$ cat src/rtl/core/z80alu_pkg.sv
// ----------------------------------------------------------------------------
// Z80 8-bit ALU package
// Beat types, operation codes and flag bit positions shared by the ALU files.
// ----------------------------------------------------------------------------
`default_nettype none

package z80alu_pkg;

  // Operation codes carried in the mode field.
  localparam logic [4:0] OP_ADD = 5'd0;
  localparam logic [4:0] OP_ADC = 5'd1;
  localparam logic [4:0] OP_SUB = 5'd2;
  localparam logic [4:0] OP_SBC = 5'd3;
  localparam logic [4:0] OP_AND = 5'd4;
  localparam logic [4:0] OP_XOR = 5'd5;
  localparam logic [4:0] OP_OR  = 5'd6;
  localparam logic [4:0] OP_CP  = 5'd7;
  localparam logic [4:0] OP_RLC = 5'd8;
  localparam logic [4:0] OP_RRC = 5'd9;
  localparam logic [4:0] OP_RL  = 5'd10;
  localparam logic [4:0] OP_RR  = 5'd11;
  localparam logic [4:0] OP_SLA = 5'd12;
  localparam logic [4:0] OP_SRA = 5'd13;
  localparam logic [4:0] OP_SLL = 5'd14;
  localparam logic [4:0] OP_SRL = 5'd15;
  localparam logic [4:0] OP_BIT = 5'd16;
  localparam logic [4:0] OP_RES = 5'd17;
  localparam logic [4:0] OP_SET = 5'd18;
  localparam logic [4:0] OP_INC = 5'd19;
  localparam logic [4:0] OP_DEC = 5'd20;
  localparam logic [4:0] OP_NEG = 5'd21;
  localparam logic [4:0] OP_CPL = 5'd22;
  localparam logic [4:0] OP_SCF = 5'd23;
  localparam logic [4:0] OP_CCF = 5'd24;

  // Flag byte bit positions: S Z Y H X P/V N C.
  localparam int unsigned FLAG_S = 7;
  localparam int unsigned FLAG_Z = 6;
  localparam int unsigned FLAG_Y = 5;
  localparam int unsigned FLAG_H = 4;
  localparam int unsigned FLAG_X = 3;
  localparam int unsigned FLAG_P = 2;
  localparam int unsigned FLAG_N = 1;
  localparam int unsigned FLAG_C = 0;

  // Input beat.
  typedef struct packed {
    logic [4:0] mode;
    logic [7:0] operand_a;
    logic [7:0] operand_b;
    logic [7:0] flags_in;
    logic [2:0] bit_index;
  } alu_in_t;

  // Result beat.
  typedef struct packed {
    logic [7:0] result;
    logic [7:0] flags_out;
  } alu_out_t;

endpackage

`default_nettype wire

$ cat src/rtl/core/z80_alu_8bit_with_flags_top.sv
// ----------------------------------------------------------------------------
// Z80 8-bit ALU with flags
// Input register, combinational ALU and result register with valid/ready.
// ----------------------------------------------------------------------------
// The block accepts one operation beat per clock cycle while the result side
// is not stalled and returns one result beat for each, in order. An input beat
// passes through the input register and then the result register, with the
// whole ALU evaluated in the single pass between them.
// The block holds no state between beats; a stall on the result side backs
// up through both registers, so in_ready follows out_ready when both are full.
`default_nettype none

module z80_alu_8bit_with_flags_top (
  input  wire                      clk,
  input  wire                      rst_n,
  input  wire                      in_valid,
  output logic                     in_ready,
  input  wire z80alu_pkg::alu_in_t in_data,
  output logic                     out_valid,
  input  wire                      out_ready,
  output z80alu_pkg::alu_out_t     out_data
);
  import z80alu_pkg::*;

  logic     s1_vld_r, s1_vld_nxt;
  alu_in_t  s1_data_r;
  logic     out_vld_r, out_vld_nxt;
  alu_out_t out_data_r;
  alu_out_t alu_res;
  logic     s1_adv;

  // The input register moves on when the result register is free or drains.
  assign s1_adv   = s1_vld_r && (!out_vld_r || out_ready);
  assign in_ready = !s1_vld_r || s1_adv;

  always_comb begin
    s1_vld_nxt  = (in_valid && in_ready) || (s1_vld_r && !s1_adv);
    out_vld_nxt = s1_adv || (out_vld_r && !out_ready);
  end

  // Valid flags.
  always_ff @(posedge clk) begin
    if (!rst_n) begin
      s1_vld_r  <= 1'b0;
      out_vld_r <= 1'b0;
    end else begin
      s1_vld_r  <= s1_vld_nxt;
      out_vld_r <= out_vld_nxt;
    end
  end

  // Payload registers.
  always_ff @(posedge clk) begin
    if (in_valid && in_ready) begin
      s1_data_r <= in_data;
    end
    if (s1_adv) begin
      out_data_r <= alu_res;
    end
  end

  z80alu_core u_core (
    .op_i  (s1_data_r),
    .res_o (alu_res)
  );

  assign out_valid = out_vld_r;
  assign out_data  = out_data_r;

  // Both registers full and the output stalled: no beat may enter.
  a_full_blocks: assert property (@(posedge clk) disable iff (!rst_n)
    (s1_vld_r && out_vld_r && !out_ready) |-> !in_ready)
    else $error("input accepted while both stages are full and stalled");

  // An accepted input beat occupies the input register next cycle.
  a_in_lands: assert property (@(posedge clk) disable iff (!rst_n)
    (in_valid && in_ready) |=> s1_vld_r)
    else $error("accepted input beat lost");

  // A beat leaving the input register shows as a result next cycle.
  a_s1_moves: assert property (@(posedge clk) disable iff (!rst_n)
    s1_adv |=> out_vld_r)
    else $error("advancing beat did not reach the result register");

  // The result register holds the ALU output of the beat that moved.
  a_res_match: assert property (@(posedge clk) disable iff (!rst_n)
    s1_adv |=> (out_data_r == $past(alu_res)))
    else $error("result register does not match ALU output");

endmodule

`default_nettype wire

$ cat src/rtl/core/z80alu_core.sv
// ----------------------------------------------------------------------------
// Z80 8-bit ALU datapath
// Combinational evaluation of one operation: result byte and new flag byte.
// ----------------------------------------------------------------------------
`default_nettype none

module z80alu_core (
  input  wire z80alu_pkg::alu_in_t op_i,
  output z80alu_pkg::alu_out_t     res_o
);
  import z80alu_pkg::*;

  // Sign, zero and the undocumented Y/X bits taken from a result byte.
  function automatic logic [7:0] sz_yx(input logic [7:0] r);
    logic [7:0] f;
    f         = 8'h00;
    f[FLAG_S] = r[7];
    f[FLAG_Z] = (r == 8'h00);
    f[FLAG_Y] = r[5];
    f[FLAG_X] = r[3];
    return f;
  endfunction

  logic [7:0] a, b, fi;
  logic       cin;

  assign a   = op_i.operand_a;
  assign b   = op_i.operand_b;
  assign fi  = op_i.flags_in;
  assign cin = op_i.flags_in[FLAG_C];

  // Shared adder/subtractor for add, adc, sub, sbc, cp and neg.
  logic       ar_sub;
  logic       ar_cin;
  logic [7:0] ar_x, ar_y, ar_r, ar_f;
  logic [8:0] ar_full;

  always_comb begin
    ar_sub = (op_i.mode == OP_SUB) || (op_i.mode == OP_SBC) ||
             (op_i.mode == OP_CP)  || (op_i.mode == OP_NEG);
    ar_cin = ((op_i.mode == OP_ADC) || (op_i.mode == OP_SBC)) ? cin : 1'b0;
    ar_x   = (op_i.mode == OP_NEG) ? 8'h00 : a;
    ar_y   = (op_i.mode == OP_NEG) ? a : b;
    if (ar_sub) begin
      ar_full = {1'b0, ar_x} - {1'b0, ar_y} - {8'h00, ar_cin};
    end else begin
      ar_full = {1'b0, ar_x} + {1'b0, ar_y} + {8'h00, ar_cin};
    end
    ar_r         = ar_full[7:0];
    ar_f         = sz_yx(ar_r);
    ar_f[FLAG_H] = ar_x[4] ^ ar_y[4] ^ ar_r[4];
    ar_f[FLAG_N] = ar_sub;
    ar_f[FLAG_C] = ar_full[8];
    if (ar_sub) begin
      ar_f[FLAG_P] = (ar_x[7] ^ ar_y[7]) & (ar_x[7] ^ ar_r[7]);
    end else begin
      ar_f[FLAG_P] = ~(ar_x[7] ^ ar_y[7]) & (ar_x[7] ^ ar_r[7]);
    end
  end

  // Operation select.
  logic [7:0] r, f, mask;
  logic       co, tb;

  always_comb begin
    r    = a;
    f    = fi;
    co   = 1'b0;
    mask = 8'h01 << op_i.bit_index;
    tb   = |(a & mask);
    case (op_i.mode)
      OP_ADD, OP_ADC, OP_SUB, OP_SBC, OP_NEG: begin
        r = ar_r;
        f = ar_f;
      end
      OP_CP: begin
        f         = ar_f;
        f[FLAG_Y] = b[5];
        f[FLAG_X] = b[3];
      end
      OP_AND: begin
        r         = a & b;
        f         = sz_yx(r);
        f[FLAG_P] = ~^r;
        f[FLAG_H] = 1'b1;
      end
      OP_XOR: begin
        r         = a ^ b;
        f         = sz_yx(r);
        f[FLAG_P] = ~^r;
      end
      OP_OR: begin
        r         = a | b;
        f         = sz_yx(r);
        f[FLAG_P] = ~^r;
      end
      OP_RLC, OP_RRC, OP_RL, OP_RR, OP_SLA, OP_SRA, OP_SLL, OP_SRL: begin
        case (op_i.mode)
          OP_RLC: begin co = a[7]; r = {a[6:0], a[7]}; end
          OP_RRC: begin co = a[0]; r = {a[0], a[7:1]}; end
          OP_RL:  begin co = a[7]; r = {a[6:0], cin}; end
          OP_RR:  begin co = a[0]; r = {cin, a[7:1]}; end
          OP_SLA: begin co = a[7]; r = {a[6:0], 1'b0}; end
          OP_SRA: begin co = a[0]; r = {a[7], a[7:1]}; end
          OP_SLL: begin co = a[7]; r = {a[6:0], 1'b1}; end
          default: begin co = a[0]; r = {1'b0, a[7:1]}; end
        endcase
        f         = sz_yx(r);
        f[FLAG_P] = ~^r;
        f[FLAG_C] = co;
      end
      OP_BIT: begin
        f         = 8'h00;
        f[FLAG_S] = tb & (op_i.bit_index == 3'd7);
        f[FLAG_Z] = ~tb;
        f[FLAG_Y] = a[5];
        f[FLAG_H] = 1'b1;
        f[FLAG_X] = a[3];
        f[FLAG_P] = ~tb;
        f[FLAG_C] = cin;
      end
      OP_RES: r = a & ~mask;
      OP_SET: r = a | mask;
      OP_INC: begin
        r         = a + 8'h01;
        f         = sz_yx(r);
        f[FLAG_H] = (a[3:0] == 4'hf);
        f[FLAG_P] = (a == 8'h7f);
        f[FLAG_C] = cin;
      end
      OP_DEC: begin
        r         = a - 8'h01;
        f         = sz_yx(r);
        f[FLAG_H] = (a[3:0] == 4'h0);
        f[FLAG_P] = (a == 8'h80);
        f[FLAG_N] = 1'b1;
        f[FLAG_C] = cin;
      end
      OP_CPL: begin
        r         = ~a;
        f         = fi & 8'hc5;
        f[FLAG_H] = 1'b1;
        f[FLAG_N] = 1'b1;
        f[FLAG_Y] = r[5];
        f[FLAG_X] = r[3];
      end
      OP_SCF: begin
        f         = fi & 8'hc4;
        f[FLAG_C] = 1'b1;
        f[FLAG_Y] = a[5];
        f[FLAG_X] = a[3];
      end
      OP_CCF: begin
        f         = fi & 8'hc4;
        f[FLAG_Y] = a[5];
        f[FLAG_X] = a[3];
        f[FLAG_H] = cin;
        f[FLAG_C] = ~cin;
      end
      default: begin
        // Unassigned codes pass the operand and flags through unchanged.
        r = a;
        f = fi;
      end
    endcase
  end

  assign res_o.result    = r;
  assign res_o.flags_out = f;

endmodule

`default_nettype wire

$ cat config.mk
export PLATFORM = sky130hd
export DESIGN_NAME = z80_alu_8bit_with_flags_top
export DESIGN_NICKNAME = d
export VERILOG_FILES = /design/src/rtl/core/z80alu_pkg.sv /design/src/rtl/core/z80_alu_8bit_with_flags_top.sv /design/src/rtl/core/z80alu_core.sv
export SDC_FILE = /design/constraint.sdc
export NUM_CORES = 1
export LEC_CHECK = 0
export BUFFER_PORTS_ARGS = -buffer_cell sky130_fd_sc_hd__buf_2
export CAP_MARGIN = 40
export CORE_ASPECT_RATIO = 0.9
export CORE_MARGIN = 2
export CORE_UTILIZATION = 55
export CTS_CLUSTER_DIAMETER = 200
export CTS_CLUSTER_SIZE = 40
export DETAILED_ROUTE_END_ITERATION = 8
export HOLD_SLACK_MARGIN = 0.06
export PLACE_DENSITY = 0.85
export SLEW_MARGIN = 25
export SYNTH_ARGS = -nofsm -noshare
export SYNTH_HDL_FRONTEND = slang
export SYNTH_HIERARCHICAL = 1
export SYNTH_SLANG_ARGS = --single-unit
$ cat constraint.sdc
create_clock -name clk -period 11.2 [get_ports clk]
set_input_delay 1.68 -clock clk [delete_from_list [all_inputs] [get_ports clk]]
set_output_delay 1.68 -clock clk [all_outputs]
set_load 0.05 [all_outputs]
Yosys cells after proc, flatten, opt, wreduce, memory -nomap -nowiden
Index checks and enable logic that the tools add are counted.

Bitwise operators: 18. Mux-type cells: 10. $add $sub $neg: 6. Reductions and logical operators: 33. Shifts and indexed selects: 1. Equal/unequal tests: 28.

Operators by type and width (count): 8-bit one-hot mux with 12 select lines (1); 8-bit one-hot mux with 10 select lines (1); 8-bit zero test (7); 8-bit one-hot mux with 7 select lines (1); 5-bit == test (second input constant) (9); 5-bit by 4-bit == test with 1-bit output (second input constant) (8); 8-bit XNOR reduction (4); 8-bit AND (3); 8-bit 2-to-1 mux (3); 5-bit by 3-bit == test with 1-bit output (second input constant) (4); 8-bit inverter (2); 8-bit bitwise OR (2); 8-bit OR reduction (2); 5-bit by 2-bit == test with 1-bit output (second input constant) (2); 8-bit by 8-bit adder with 9-bit output (1); 9-bit by 1-bit adder with 9-bit output (1); 9-bit 2-to-1 mux (1); 8-bit by 8-bit subtractor with 9-bit output (1); 9-bit by 1-bit subtractor with 9-bit output (1); 8-bit by 1-bit adder with 8-bit output (second input constant) (1); 8-bit by 7-bit == test with 1-bit output (second input constant) (1); 8-bit == test (second input constant) (1); 1-bit logical OR (8); 1-bit by 3-bit left shift with 8-bit output (first input constant) (1); other kinds (15) (30).

Bits in registers: 50. Output and inout bits: 18. Input port bits: 36.

Depth between registers and ports, before layout
Depth after elaboration: 9. Mapped depth: 17. Mapped depth without buffers: 16.

Hierarchy
The synthesis kept the hierarchy.

Modules (own cells, without submodules): z80alu_core (cells each 529, seq. area each 0.0 um^2, times used 1, area an instance 3614.7 um^2); z80_alu_8bit_with_flags_top (cells each 57, seq. area each 1481.4 um^2, times used 1, area an instance 1545.2 um^2).

Least setup slack after synthesis
Ideal clock, no wire load.

Path kind: in2reg. Start point: input out_ready. End point: register s1_data_r[0] (netlist name), enable pin. Arrival: 3321 ps. Path slack: 7447 ps. Cell stages on the path: 2. Path through: nor2b_4 > a21oi_1.

Word-level cells in the longest chain between the ends: 4.

Ends and longest elaborated chain: from (decl) (RTL line z80_alu_8bit_with_flags_top.sv:20) `input wire out_ready,`; 1-bit logical OR (RTL line z80_alu_8bit_with_flags_top.sv:33) `assign s1_adv = s1_vld_r && (!out_vld_r || out_ready);`; 1-bit logical AND (RTL line z80_alu_8bit_with_flags_top.sv:33); 1-bit logical OR (RTL line z80_alu_8bit_with_flags_top.sv:34) `assign in_ready = !s1_vld_r || s1_adv;`; 1-bit logical AND (RTL line z80_alu_8bit_with_flags_top.sv:54) `if (in_valid && in_ready) begin`; to (signal assigned) (RTL line z80_alu_8bit_with_flags_top.sv:55) `s1_data_r <= in_data;`; to (decl) (RTL line z80_alu_8bit_with_flags_top.sv:26) `alu_in_t s1_data_r;`.

No other way between the ends. A chain may end at the register's enable or synchronous reset.

==> impl_metrics.yaml <==
run_status:
  outcome: "finished, final reports clean"
cells_and_area:
  syn_to_final_growth_pct: 8.27
  final_nets: 718
  layout-drive-gt1-share: 0.141
  diodes: 0
  utilization: 0.612
synthesis:
  synth_adder_area_share: 0.154
  yosysWarnings: 6
  synth_simple_gate_area_frac: 0.175
  synth_fp_nets: 683
  synth_edf_count: 48
  post-synth-top-count-cell: "ha_1"
  ys_types: 73
  synth_top_cell_by_area: "edfxtp_1"
  postSynth.asyncResetShare: 0
  ys_ff_latch: 50
  synth_xor_area_frac: 0.0628
  netlist.area_leader.share: 0.279
  yosys-top-cells-count: "ha_1, inv_1, edfxtp_1, nor2_1"
  synthMuxAreaShare: 0.0475
  avgSynthCellArea_sq_um: 8.81
  synth_area_sq_mm: 0.00516
  synth_top_family_by_area: "compound AO/OA/AOI/OAI gates"
  synth_compound_area_frac: 0.201
  seq_area_frac_synth: 0.287
  ys.flop_type: "edfxtp_1"
  synth_area_leaders: "edfxtp_1, ha_1, xnor2_1"
  synth_cells: 586
drt:
  drc_errors: 0
  detail_route.wl_per_cell_microns: 21.2
  firstDrtPassIters: 6
  drt_iter0_markers: 650
  vias: 4866
  vias_per_cell: 6.54
  drtAntennaViolNets: 0
  routed_wirelength_microns: 15800
global_route:
  grt_pass1_wl_microns: 25200
  grt_pass1_vias: 4656
  grt.total_usage: 0.324
  grt_max_degree: 36
  grt_antenna_before_repair: 0
  grt-ovfl-total: 0
floorplan:
  coreArea_sq_mm: 0.00913
  initial_utilization: 0.565
  die_w_microns: 106
  die_y_microns: 95.9
  dieArea_sq_mm: 0.0102
  rows: 33
  ios: 54
sta:
  setup_viol: 0
  drv_slew: 0
  finClkSkew_ns: 0.00602
  period_needed_ns: 4.54
  rsz0062_at_grt: "false"
  setup-tns-final_ns: 0
  hold_viol_final: 0
  fin_crit_sh: 0.405
  timing.fmax_mhz: 220
  slew_headroom: 0.481
  tightest_slew_ns: 0.778
critical_path:
  critical_path.startpoint_type: "register"
  required_ns: 11.34
  worst-r2r-setup-slack_ns: 6.66
  cp-end-kind: "register"
  critPathMaxStageDelay_ns: 0.82
  worstSetupPathType: "reg -> reg"
  crit_fanout: 23
  cp_cell_sequence: "and3b_1 > nand2_1 > o21ai_0 > ha_1 > ha_1 > a21oi_1 > o21ai_0 > o211a_1 > a2111oi_0 > a211oi_1 > a21oi_1"
  arrival_ns: 4.68
  critPathSlowestCell: "edfxtp_1"
  critical-path-top-delay-family: "compound AO/OA/AOI/OAI gates"
  path_buf_inv: 0
clocking:
  cts_setup_buffers: 0
  clkSlewWorstSetupHoldPaths_ns: 0.09
  numCtsBuffers: 5
  htree_levels: 2
  cts_tree: "built"
  cts-resized-gates: 0
  worstSkewPairLatency_ns: 0.31
  root_buffer: "clkbuf_8"
  clkSinkCount: 50
  ctsLongestPathBuffers: 2
  postCtsHoldBufs: 0
worst_hold_path:
  hp-class: "reg -> reg"
power_and_ir_drop:
  cellLeakagePower_uw: 0.00244
  power_density_mw_per_mm2: 101
  worst_ir_drop_vdd_v: 0.0000672
flow_run:
  maxCapViolCount: 0
place:
  io_buffers: 53
  gp_congestion: 1.00
  hpwl_microns: 12100
-- stage by stage --
stage	cells	hold WS, ns	total power, uW	instance area, sq um	setup slack [ns]
2_1_floorplan	586	0.537	399	5160	7.45
3_3_place_gp	733	0.507	449	5460	6.91
3_5_place_dp	734	0.536	457	5490	6.75
4_1_cts	742	0.551	558	5570	6.74
5_1_grt	744	0.570	589	5590	6.26
6_report	744	0.546	562	5590	6.66
-- area by class of cell --
class                           instances  area (sq um)
Fill cell                             790          3540
Multi-Input combinational cell        445          3310
Sequential cell                        50          1480
Timing Repair Buffer                   60           338
Inverter                               59           221
Tap cell                              122           153
Clock buffer                            5          68.8
Clock inverter                          3          11.3
-- cells by family after synthesis --
group           Yosys count
compound gates          154
fa+ha+maj                61
xor+xnor                 37
mux                      22
simple gates            171
flops                    50
buf+inv                  91
-- placed cells by master, fill, tap and decap left out, types with 5 or more instances in the layout --
master    instances
nor2_1           45
clkinv_1          5
mux2i_1          20
edfxtp_1         48
o22ai_1          15
nor2b_1          10
inv_1            54
nand2b_1          8
or2_2             6
o221ai_1          6
and3_1            8
xnor2_1          29
a31oi_1           6
a21o_1            8
xor2_1            8
a211oi_1          8
buf_2            53
ha_1             57
o21ai_0          36
nor4_1            5
a21oi_1          27
clkbuf_8          5
nand4_1          12
o21a_1            5
nor3_1           12
nand2_1          36
nand3_1           8
-- final timing paths --
| path | start | to | cells past startpoint |
|---|---|---|---|
| hold reg to reg | out_valid | s1_vld_r | 2 |
| setup / recovery | s1_data_r[29] | out_data[13] | 11 |
| setup reg to reg | s1_data_r[29] | out_data[13] | 11 |
| hold / removal | out_valid | s1_vld_r | 2 |
-- power by group --
group | switching (uW) | total, uW | internal (uW) | leakage, uW
Combinational | 132 | 221 | 88.6 | 0.00192
Clock | 59.3 | 101 | 41.9 | 0.0000407
Sequential | 19.3 | 239 | 220 | 0.000481
Total | 211 | 562 | 351 | 0.00244
-- state kept, by name (all words and copies together), names as in the netlist --
name / cells
out_data: 16
out_valid: 1
s1_data_r: 32
s1_vld_r: 1
-- layer usage --
layer / part of all wire / GRT usage
met1: 0.41 / 0.424
met2: 0.44 / 0.526
met3: 0.099 / 0.0596
met4: 0.050 / 0.148
met5: 0 / 0
-- worst min-delay path: cells and delay by family (launching register included) --
family          cells  cell delay [ns]
simple gates        1             0.09
flops               1             0.36
compound gates      1             0.06
Power figures use the tool's default switching activity.
